--- src/hw/rtl/mcfe_pkg.sv ---
// shared types and constants for the command frame encoder
package mcfe_pkg;

  localparam int LIM_W  = 31;
  localparam int NUM_W  = 47;
  localparam int CODE_W = 16;
  localparam int ID_W   = 8;
  localparam int IDX_W  = 3;
  localparam int FTYPE_W = 5;

  localparam logic [CODE_W-1:0] HALF_CODE = 16'h7FFF;
  localparam logic [CODE_W-1:0] ZERO_CODE = 16'h0000;

  localparam logic [LIM_W-1:0] POS_LIM_RST = 31'd823550;
  localparam logic [LIM_W-1:0] VEL_LIM_RST = 31'd3276800;
  localparam logic [LIM_W-1:0] TRQ_LIM_RST = 31'd1114112;
  localparam logic [LIM_W-1:0] KP_LIM_RST  = 31'd32768000;
  localparam logic [LIM_W-1:0] KD_LIM_RST  = 31'd327680;

  typedef enum logic [IDX_W-1:0] {
    CFG_POS_LIMIT = 3'd0,
    CFG_VEL_LIMIT = 3'd1,
    CFG_TRQ_LIMIT = 3'd2,
    CFG_KP_LIMIT  = 3'd3,
    CFG_KD_LIMIT  = 3'd4,
    CFG_ZERO_OFS  = 3'd5,
    CFG_REVERSE   = 3'd6,
    CFG_MOTOR_ID  = 3'd7
  } cfg_idx_t;

  typedef struct packed {
    logic [LIM_W-1:0] pos_lim;
    logic [LIM_W-1:0] vel_lim;
    logic [LIM_W-1:0] trq_lim;
    logic [LIM_W-1:0] kp_lim;
    logic [LIM_W-1:0] kd_lim;
    logic [ID_W-1:0]  motor_id;
  } cfg_t;

  // numerators waiting for division by their limits
  typedef struct packed {
    logic [NUM_W-1:0] pos_num;
    logic [NUM_W-1:0] vel_num;
    logic [NUM_W-1:0] trq_num;
    logic [NUM_W-1:0] kp_num;
    logic [NUM_W-1:0] kd_num;
  } cmd_t;

endpackage

--- src/hw/rtl/mit_command_frame_encoder_top.sv ---
// impedance command to extended frame encoder, top level
// path from accepted command to frame at the output: front stage, queue,
// divider load, divider steps, output register
// frame rate: set by the five 2-bit-per-cycle dividers while they step; a new command loads as the last frame leaves
// reset: synchronous, clears queue and control state and loads register defaults
module mit_command_frame_encoder_top import mcfe_pkg::*; #(
  parameter int CONTROL_FRAME_TYPE = 1,
  parameter int VALUE_WIDTH = 32,
  localparam int CW = (VALUE_WIDTH > LIM_W) ? VALUE_WIDTH : LIM_W
) (
  input  logic                   clk,
  input  logic                   rst_n,
  input  logic                   in_push,
  output logic                   in_full,
  input  logic [VALUE_WIDTH-1:0] in_target_position,
  input  logic [VALUE_WIDTH-1:0] in_target_velocity,
  input  logic [VALUE_WIDTH-1:0] in_feedforward_torque,
  input  logic [LIM_W-1:0]       in_stiffness,
  input  logic [LIM_W-1:0]       in_damping,
  output logic                   out_empty,
  input  logic                   out_pop,
  output logic [28:0]            out_frame_identifier,
  output logic [63:0]            out_frame_payload,
  input  logic                   cfg_we,
  input  logic [IDX_W-1:0]       cfg_index,
  input  logic [CW-1:0]          cfg_data
);

  cfg_t                   cfg_r, cfg_nxt;
  logic [VALUE_WIDTH-1:0] ofs_r, ofs_nxt;
  logic                   rev_r, rev_nxt;
  logic                   q_push, q_full, q_pop, q_empty;
  cmd_t                   q_wdata, q_rdata;

  always_comb begin
    cfg_nxt = cfg_r;
    ofs_nxt = ofs_r;
    rev_nxt = rev_r;
    if (cfg_we) begin
      case (cfg_idx_t'(cfg_index))
        CFG_POS_LIMIT: cfg_nxt.pos_lim = cfg_data[LIM_W-1:0];
        CFG_VEL_LIMIT: cfg_nxt.vel_lim = cfg_data[LIM_W-1:0];
        CFG_TRQ_LIMIT: cfg_nxt.trq_lim = cfg_data[LIM_W-1:0];
        CFG_KP_LIMIT:  cfg_nxt.kp_lim  = cfg_data[LIM_W-1:0];
        CFG_KD_LIMIT:  cfg_nxt.kd_lim  = cfg_data[LIM_W-1:0];
        CFG_ZERO_OFS:  ofs_nxt = cfg_data[VALUE_WIDTH-1:0];
        CFG_REVERSE:   rev_nxt = cfg_data[0];
        CFG_MOTOR_ID:  cfg_nxt.motor_id = cfg_data[ID_W-1:0];
        default: ;
      endcase
    end
  end

  always_ff @(posedge clk) begin
    if (!rst_n) begin
      cfg_r.pos_lim  <= POS_LIM_RST;
      cfg_r.vel_lim  <= VEL_LIM_RST;
      cfg_r.trq_lim  <= TRQ_LIM_RST;
      cfg_r.kp_lim   <= KP_LIM_RST;
      cfg_r.kd_lim   <= KD_LIM_RST;
      cfg_r.motor_id <= '0;
      ofs_r          <= '0;
      rev_r          <= 1'b0;
    end else begin
      cfg_r <= cfg_nxt;
      ofs_r <= ofs_nxt;
      rev_r <= rev_nxt;
    end
  end

  mcfe_front #(.VW(VALUE_WIDTH)) u_front (
    .clk, .rst_n, .in_push, .in_full,
    .in_target_position, .in_target_velocity, .in_feedforward_torque,
    .in_stiffness, .in_damping,
    .cfg(cfg_r), .zero_ofs(ofs_r), .reverse(rev_r),
    .q_push, .q_data(q_wdata), .q_full
  );

  mcfe_queue u_queue (
    .clk, .rst_n, .push(q_push), .push_data(q_wdata), .full(q_full),
    .pop(q_pop), .pop_data(q_rdata), .empty(q_empty)
  );

  mcfe_back #(.CONTROL_FRAME_TYPE(CONTROL_FRAME_TYPE)) u_back (
    .clk, .rst_n, .q_empty, .q_data(q_rdata), .q_pop, .cfg(cfg_r),
    .out_empty, .out_pop, .out_frame_identifier, .out_frame_payload
  );

endmodule

--- src/hw/rtl/mcfe_front.sv ---
// front end: direction, offset, clamping and numerator forming
module mcfe_front import mcfe_pkg::*; #(
  parameter int VW = 32
) (
  input  logic                 clk,
  input  logic                 rst_n,
  input  logic                 in_push,
  output logic                 in_full,
  input  logic [VW-1:0]        in_target_position,
  input  logic [VW-1:0]        in_target_velocity,
  input  logic [VW-1:0]        in_feedforward_torque,
  input  logic [LIM_W-1:0]     in_stiffness,
  input  logic [LIM_W-1:0]     in_damping,
  input  cfg_t                 cfg,
  input  logic [VW-1:0]        zero_ofs,
  input  logic                 reverse,
  output logic                 q_push,
  output cmd_t                 q_data,
  input  logic                 q_full
);

  localparam int A = VW + 2;
  localparam int E = (A > 33) ? A : 33;

  logic                    s1_v_r, s1_v_nxt;
  logic signed [E-1:0]     pos_r, vel_r, trq_r;
  logic [LIM_W-1:0]        kp_r, kd_r;
  logic signed [E-1:0]     pos_e, vel_e, trq_e, ofs_e;
  logic                    adv;

  function automatic logic [31:0] shift_val(input logic signed [E-1:0] v,
                                            input logic [LIM_W-1:0] lim);
    logic signed [E-1:0] l;
    logic signed [E-1:0] s;
    l = signed'({{(E-LIM_W){1'b0}}, lim});
    if (v > l) s = l;
    else if (v < -l) s = -l;
    else s = v;
    s = s + l;
    return s[31:0];
  endfunction

  function automatic logic [NUM_W-1:0] gain_num(input logic [LIM_W-1:0] g,
                                                input logic [LIM_W-1:0] lim);
    logic [LIM_W-1:0] c;
    c = (g > lim) ? lim : g;
    return {c, 16'b0} - {16'b0, c};
  endfunction

  always_comb begin
    ofs_e = {{(E-VW){zero_ofs[VW-1]}}, zero_ofs};
    pos_e = {{(E-VW){in_target_position[VW-1]}}, in_target_position};
    vel_e = {{(E-VW){in_target_velocity[VW-1]}}, in_target_velocity};
    trq_e = {{(E-VW){in_feedforward_torque[VW-1]}}, in_feedforward_torque};
    if (reverse) begin
      pos_e = -pos_e;
      vel_e = -vel_e;
      trq_e = -trq_e;
    end
    pos_e = pos_e + ofs_e;
  end

  assign in_full = s1_v_r & q_full;
  assign adv     = ~in_full;
  assign q_push  = s1_v_r & ~q_full;
  assign s1_v_nxt = adv ? in_push : s1_v_r;

  always_comb begin
    logic [31:0] px, vx, tx;
    px = shift_val(pos_r, cfg.pos_lim);
    vx = shift_val(vel_r, cfg.vel_lim);
    tx = shift_val(trq_r, cfg.trq_lim);
    q_data.pos_num = {px, 15'b0} - {15'b0, px};
    q_data.vel_num = {vx, 15'b0} - {15'b0, vx};
    q_data.trq_num = {tx, 15'b0} - {15'b0, tx};
    q_data.kp_num  = gain_num(kp_r, cfg.kp_lim);
    q_data.kd_num  = gain_num(kd_r, cfg.kd_lim);
  end

  always_ff @(posedge clk) begin
    if (!rst_n) begin
      s1_v_r <= 1'b0;
    end else begin
      s1_v_r <= s1_v_nxt;
    end
  end

  always_ff @(posedge clk) begin
    if (adv && in_push) begin
      pos_r <= pos_e;
      vel_r <= vel_e;
      trq_r <= trq_e;
      kp_r  <= in_stiffness;
      kd_r  <= in_damping;
    end
  end

endmodule

--- src/hw/rtl/mcfe_queue.sv ---
// two-entry queue between front and back
module mcfe_queue import mcfe_pkg::*; (
  input  logic clk,
  input  logic rst_n,
  input  logic push,
  input  cmd_t push_data,
  output logic full,
  input  logic pop,
  output cmd_t pop_data,
  output logic empty
);

  cmd_t       mem [2];
  logic       wp_r, wp_nxt, rp_r, rp_nxt;
  logic [1:0] cnt_r, cnt_nxt;
  logic       do_push, do_pop;

  assign full    = (cnt_r == 2'd2);
  assign empty   = (cnt_r == 2'd0);
  assign do_push = push & ~full;
  assign do_pop  = pop & ~empty;
  assign pop_data = mem[rp_r];

  always_comb begin
    wp_nxt  = do_push ? ~wp_r : wp_r;
    rp_nxt  = do_pop ? ~rp_r : rp_r;
    cnt_nxt = cnt_r + {1'b0, do_push} - {1'b0, do_pop};
  end

  always_ff @(posedge clk) begin
    if (!rst_n) begin
      wp_r  <= 1'b0;
      rp_r  <= 1'b0;
      cnt_r <= 2'd0;
    end else begin
      wp_r  <= wp_nxt;
      rp_r  <= rp_nxt;
      cnt_r <= cnt_nxt;
    end
  end

  always_ff @(posedge clk) begin
    if (do_push) begin
      mem[wp_r] <= push_data;
    end
  end

endmodule

--- src/hw/rtl/mcfe_div.sv ---
// restoring divider, two quotient bits per cycle while step is high
module mcfe_div import mcfe_pkg::*; (
  input  logic              clk,
  input  logic              load,
  input  logic              step,
  input  logic [NUM_W-1:0]  num,
  input  logic [LIM_W-1:0]  lim,
  output logic [CODE_W-1:0] quot
);

  logic [31:0]       rem_r, rem_nxt;
  logic [CODE_W-1:0] low_r, low_nxt;

  always_comb begin
    logic [31:0] t;
    rem_nxt = rem_r;
    low_nxt = low_r;
    for (int k = 0; k < 2; k++) begin
      t = {rem_nxt[30:0], low_nxt[CODE_W-1]};
      if (t >= {1'b0, lim}) begin
        t = t - {1'b0, lim};
        low_nxt = {low_nxt[CODE_W-2:0], 1'b1};
      end else begin
        low_nxt = {low_nxt[CODE_W-2:0], 1'b0};
      end
      rem_nxt = t;
    end
  end

  assign quot = low_r;

  always_ff @(posedge clk) begin
    if (load) begin
      rem_r <= {1'b0, num[NUM_W-1:CODE_W]};
      low_r <= num[CODE_W-1:0];
    end else if (step) begin
      rem_r <= rem_nxt;
      low_r <= low_nxt;
    end
  end

endmodule

--- src/hw/rtl/mcfe_back.sv ---
// back end: five dividers, frame assembly and output register
module mcfe_back import mcfe_pkg::*; #(
  parameter int CONTROL_FRAME_TYPE = 1
) (
  input  logic          clk,
  input  logic          rst_n,
  input  logic          q_empty,
  input  cmd_t          q_data,
  output logic          q_pop,
  input  cfg_t          cfg,
  output logic          out_empty,
  input  logic          out_pop,
  output logic [28:0]   out_frame_identifier,
  output logic [63:0]   out_frame_payload
);

  localparam logic [3:0] LAST_STEP = 4'd8;

  logic              busy_r, busy_nxt;
  logic [3:0]        cnt_r, cnt_nxt;
  logic              out_v_r, out_v_nxt;
  logic [28:0]       id_r;
  logic [63:0]       pay_r;
  logic              finish, out_free, xfer, load, step;
  logic [CODE_W-1:0] pq, vq, tq, kpq, kdq;
  logic [CODE_W-1:0] pc, vc, tc, kpc, kdc;

  assign finish   = busy_r && (cnt_r == LAST_STEP);
  assign out_free = ~out_v_r | out_pop;
  assign xfer     = finish & out_free;
  assign load     = ~q_empty & (~busy_r | xfer);
  assign step     = busy_r && (cnt_r != LAST_STEP);
  assign q_pop    = load;

  mcfe_div u_pos (.clk, .load, .step, .num(q_data.pos_num), .lim(cfg.pos_lim), .quot(pq));
  mcfe_div u_vel (.clk, .load, .step, .num(q_data.vel_num), .lim(cfg.vel_lim), .quot(vq));
  mcfe_div u_trq (.clk, .load, .step, .num(q_data.trq_num), .lim(cfg.trq_lim), .quot(tq));
  mcfe_div u_kp  (.clk, .load, .step, .num(q_data.kp_num),  .lim(cfg.kp_lim),  .quot(kpq));
  mcfe_div u_kd  (.clk, .load, .step, .num(q_data.kd_num),  .lim(cfg.kd_lim),  .quot(kdq));

  // a zero limit gives the midpoint for signed values and zero for gains
  always_comb begin
    pc  = (cfg.pos_lim == '0) ? HALF_CODE : pq;
    vc  = (cfg.vel_lim == '0) ? HALF_CODE : vq;
    tc  = (cfg.trq_lim == '0) ? HALF_CODE : tq;
    kpc = (cfg.kp_lim == '0) ? ZERO_CODE : kpq;
    kdc = (cfg.kd_lim == '0) ? ZERO_CODE : kdq;
  end

  always_comb begin
    busy_nxt  = load ? 1'b1 : (xfer ? 1'b0 : busy_r);
    cnt_nxt   = load ? 4'd0 : (step ? cnt_r + 4'd1 : cnt_r);
    out_v_nxt = xfer ? 1'b1 : (out_pop ? 1'b0 : out_v_r);
  end

  always_ff @(posedge clk) begin
    if (!rst_n) begin
      busy_r  <= 1'b0;
      cnt_r   <= 4'd0;
      out_v_r <= 1'b0;
    end else begin
      busy_r  <= busy_nxt;
      cnt_r   <= cnt_nxt;
      out_v_r <= out_v_nxt;
    end
  end

  always_ff @(posedge clk) begin
    if (xfer) begin
      id_r  <= {FTYPE_W'(CONTROL_FRAME_TYPE), tc, cfg.motor_id};
      pay_r <= {pc, vc, kpc, kdc};
    end
  end

  assign out_empty            = ~out_v_r;
  assign out_frame_identifier = id_r;
  assign out_frame_payload    = pay_r;

endmodule
--- config.mk ---
export PLATFORM = sky130hd
export DESIGN_NAME = mit_command_frame_encoder_top
export DESIGN_NICKNAME = d
export VERILOG_FILES = /design/src/hw/rtl/mcfe_pkg.sv /design/src/hw/rtl/mit_command_frame_encoder_top.sv /design/src/hw/rtl/mcfe_front.sv /design/src/hw/rtl/mcfe_queue.sv /design/src/hw/rtl/mcfe_div.sv /design/src/hw/rtl/mcfe_back.sv
export SDC_FILE = /design/constraint.sdc
export NUM_CORES = 2
export LEC_CHECK = 0
export ABC_AREA = 1
export ABC_CLOCK_PERIOD_IN_PS = 21400
export BUFFER_PORTS_ARGS = -buffer_cell sky130_fd_sc_hd__buf_2
export CORE_ASPECT_RATIO = 2
export CORE_UTILIZATION = 47
export CTS_BUF_LIST = sky130_fd_sc_hd__clkbuf_2
export CTS_CLUSTER_SIZE = 24
export DETAILED_ROUTE_END_ITERATION = 10
export GPL_ROUTABILITY_DRIVEN = 0
export PLACE_DENSITY = 0.67
export SYNTH_ARGS = -nofsm -noshare
export SYNTH_HDL_FRONTEND = slang
export SYNTH_SLANG_ARGS = --single-unit
--- constraint.sdc ---
create_clock -name clk -period 21.4 [get_ports clk]
set_clock_uncertainty 0.05 [all_clocks]
set_input_delay 3.21 -clock clk [delete_from_list [all_inputs] [get_ports clk]]
set_output_delay 3.21 -clock clk [all_outputs]
set_load 0.005 [all_outputs]
==> run summary <==
The logs give 96,700 µm² for the mapped cell area and 8,664 for the first-iteration detailed-routing DRC count. For the number of failing hold endpoints at the final stage, the log shows 0. For this run, the post-layout net count is 15,000.

293 I/O pins were placed. The most numerous cell type found on the critical path is sky130_fd_sc_hd__nand2_1. The run finished, with violations left.

The min-delay analysis places its worst path in the category flop to flop. Static timing analysis puts the maximum clock frequency at 0.106 GHz. The floorplan die area was 208,000 µm². The starting density of the core came out at 0.472.

After routing, the total negative slack on setup checks comes to 0 ns. Relative to the synthesized area, the layout overhead comes to 7.36%. The share of post-route cells with drive strength above 1 was 0.0773; the number of gates resized after cts was 0. The CTS H-tree depth is 5, and the placement row count is 235. The nature of the critical path startpoint is a flop. Once detail routing completed, the nets flagged for antenna violations numbered 0.

At the worst endpoint, the arrival time is 10.78 ns. The post-route minimum period is 9.45 ns. At the pin with the least slew margin, the transition time is 1.35 ns.

The area of all placed cells without fillers came out at 104,000 µm². The logs give 1,165 for the total clock sinks and 0 for the cts-stage hold buffer count. The sequential cells in the finished layout cover a total of 32,900 µm².

Setup repair after global routing left no endpoint under its margin. In this run the worst path has a maximum fanout of 32. The share of flip-flops with an asynchronous set or reset was 0. The most common cell in the synthesized netlist is sky130_fd_sc_hd__nand2_1. Across all setup checks in the final design, the least slack found is 11.95 ns.

The first global-routing pass estimated 575,000 µm of wire. The worst endpoint required time was 22.73 ns; the post-route non-filler standard cell count was 17,000. The number of I/O port buffers is 287.

The Yosys step of the flow raised 0 warnings. In the synthesized netlist the dominant register cell turns out to be sky130_fd_sc_hd__edfxtp_1. The floorplan step set the die width to 323 µm. The share of the core filled with cells in the final layout is 0.507, and the global-route congestion overflow total is 0. Counting flops with a built-in enable in the synthesized netlist gives 957. The tree is rooted in a sky130_fd_sc_hd__clkbuf_2. The checks that failed: DRC. Dividing the detail-routed via count by the number of cells gives 5.79.

In the final layout, the multi-input gates occupy 55,700 µm². Maximum number of pins on one net before global-route repair: 135. The logs give 77 for the initial antenna violation count and 0 for the setup violation total in the final timing report. Clock-pin slew was measured on the worst setup and hold paths at 0.14 ns.

After detailed routing, the number of remaining DRC violations is 4. Yosys mapped the design onto 71 distinct sky130hd cell types. The total global-route track usage is 0.376.

The synthesized design spends more area on one cell type than any other, namely sky130_fd_sc_hd__edfxtp_1. The maximum VDD drop was 152 µV. At the placement stage, the worst setup path has a slack of 12.35 ns. Clock tree synthesis inserted a total of 287 buffers.

The power density of the placed cells is 170 nW/µm², and the number of max-cap violations is 0. The total via count after detailed routing was 98,100; the number of cells produced by synthesis was 13,600. After detailed routing, the average wire length per cell comes to 23.6 µm.

The routed design has 400,000 µm of wire. For the normalized max-slew margin, the log shows 0.101. Proportion of netlist area held by the largest area contributor: 0.297. At the later pin of the worst-skew pair, clock insertion delay measures 1.76 ns. In this run the static leakage power is 48.9 nW. Ranked by instance count, the synthesized netlist is headed by sky130_fd_sc_hd__nand2_1 (3,978), sky130_fd_sc_hd__inv_1 (1,791), sky130_fd_sc_hd__nor2_1 (1,325), sky130_fd_sc_hd__edfxtp_1 (957), sky130_fd_sc_hd__nand3_1 (899).

After detailed placement, the design holds a cell count of 16,400. Detailed placement ended at an HPWL of 302,000 µm. Type of the setup path with the least slack: flop to flop. Among all stages on the critical path, the largest delay is contributed by sky130_fd_sc_hd__nand2_1. The run gives 0 as the number of buffers inserted to repair setup after CTS. After synthesis, the cell types taking the most area are sky130_fd_sc_hd__edfxtp_1 (30%), sky130_fd_sc_hd__nand2_1 (15%), sky130_fd_sc_hd__ha_1 (9.9%). The tools report the final count of pins violating max slew as 0. The sequential-to-total area share from yosys stat was 0.340; the synthesized flop and latch total was 1,165. The run gives 94,500 as the number of global-route vias before repair.

TritonCTS built the clock tree. The first detailed-routing pass took 10 iterations. The mean cell area of the mapped netlist was 7.10 µm²; the clock tree buffer depth was 4. The placed instances occupy a cell area of 101,000 µm². For the core outline area, the log shows 205,000 µm². STA classifies the critical path endpoint as a flop. The layout filler cell count was 20,900; the y dimension of the die was 643 µm. The final cycle utilization of the critical path is 0.442, and the delay of the slowest critical-path stage is 0.63 ns.
## flip-flops by register name (all words and copies together) (netlist names), 24 cells and up, named ones only
register,cells
u_back.u_kd.rem_r,31
ofs_r,32
u_back.out_frame_payload,64
u_front.trq_r,34
u_back.u_vel.rem_r,31
u_back.out_frame_identifier,24
cfg_r,163
u_back.u_trq.rem_r,31
u_back.u_pos.rem_r,31
u_front.pos_r,34
u_back.u_kp.rem_r,31
u_front.vel_r,34
u_front.kp_r,31
u_front.kd_r,31
u_queue.mem,470
## worst max-delay path: cells and delay by family (launching register included)
| kind | cells | cell delay, ns |
|---|---|---|
| AOI/OAI and AO/OA | 5 | 0.99 |
| DFF | 1 | 0.39 |
| adders and majority gates | 5 | 1.67 |
| xor gates and xnor gates | 2 | 0.49 |
| and+or+nand+nor | 32 | 4.87 |
| buffers and inverters | 4 | 0.56 |
## layout by cell type (no fill, tap or decap), types with 18 or more instances in the layout
cell and n:
sky130_fd_sc_hd__clkinv_1 74, sky130_fd_sc_hd__clkbuf_2 382, sky130_fd_sc_hd__a21o_1 43, sky130_fd_sc_hd__ha_1 768, sky130_fd_sc_hd__nand2_1 3975, sky130_fd_sc_hd__inv_2 18
sky130_fd_sc_hd__nand4_1 172, sky130_fd_sc_hd__clkinv_2 23, sky130_fd_sc_hd__xnor2_1 208, sky130_fd_sc_hd__o21ai_2 23, sky130_fd_sc_hd__o21ai_1 29, sky130_fd_sc_hd__nor4_1 71
sky130_fd_sc_hd__a221oi_1 40, sky130_fd_sc_hd__nand3b_1 44, sky130_fd_sc_hd__a21boi_0 21, sky130_fd_sc_hd__o21bai_1 51, sky130_fd_sc_hd__nor3_1 156, sky130_fd_sc_hd__a21oi_1 837
sky130_fd_sc_hd__or2_2 74, sky130_fd_sc_hd__o21a_1 50, sky130_fd_sc_hd__inv_1 1788, sky130_fd_sc_hd__nor2_2 57, sky130_fd_sc_hd__dfxtp_1 206, sky130_fd_sc_hd__buf_2 286
sky130_fd_sc_hd__nand2_2 48, sky130_fd_sc_hd__o221ai_1 28, sky130_fd_sc_hd__nor2_1 1317, sky130_fd_sc_hd__a31oi_1 119, sky130_fd_sc_hd__buf_4 75, sky130_fd_sc_hd__o21ai_0 680
sky130_fd_sc_hd__nand3_1 899, sky130_fd_sc_hd__xor2_1 385, sky130_fd_sc_hd__o211ai_1 76, sky130_fd_sc_hd__edfxtp_1 957, sky130_fd_sc_hd__diode_2 58
## power breakdown
group,leakage [nW],internal (mW),switching [mW]
clock,1.97,0.616,1.06
sequential,10.6,3.46,0.284
combinational,36.3,3.87,8.36
## per-layer routing
metal,track usage,up-vias,wire [µm]
met5,0,-,344
met4,0.402,52,50800
met3,0.0974,2173,35900
met2,0.634,5039,188000
met1,0.354,44900,125000
li1,-,46000,-
## cell type report
cell class / instances / area share
antenna: 58 / 0.00140
clock buffer: 382 / 0.0184
clock inverter: 116 / 0.00751
inverter: 1811 / 0.0657
multi-input combinational: 10300 / 0.537
sequential: 1165 / 0.317
tap: 2725 / 0.0328
timing repair buffer: 367 / 0.0202
## metrics by stage
step / hold WS, ns / power, mW
floorplan: 0.353 / 12.3
global placement: 0.357 / 15.5
detailed placement: 0.364 / 15.6
CTS: 0.389 / 17.3
global route: 0.382 / 18.9
finish: 0.363 / 17.6
## logic make-up (layout without fill, tap and decap cells)
group                      count (synthesis)  count (layout)  synth area share
and+or+nand+nor                         6889            6889             0.298
buffers and inverters                   2117            2676            0.0842
AOI/OAI and AO/OA                       2061            2061             0.120
DFF                                     1165            1165             0.340
adders and majority gates                782             782             0.102
xor gates and xnor gates                 598             598            0.0546
muxes                                      3               3          0.000311
other                                      2              63         0.0000777
## path summary, 6_finish.rpt
kind                                        startpoint                                       end  slack (ns)  cells after the start
worst max-delay path            cfg_r[71]$_SDFFE_PN0P_             u_queue.mem[1][138]$_DFFE_PP_       11.95                     48
worst min-delay path             cfg_r[0]$_SDFFE_PN0P_  u_back.out_frame_identifier[0]$_DFFE_PP_        0.36                      0
worst max register to register  cfg_r[71]$_SDFFE_PN0P_             u_queue.mem[1][138]$_DFFE_PP_       11.95                     48
worst min register to register   cfg_r[0]$_SDFFE_PN0P_  u_back.out_frame_identifier[0]$_DFFE_PP_        0.36                      0
Power figures use the tool's default switching activity.
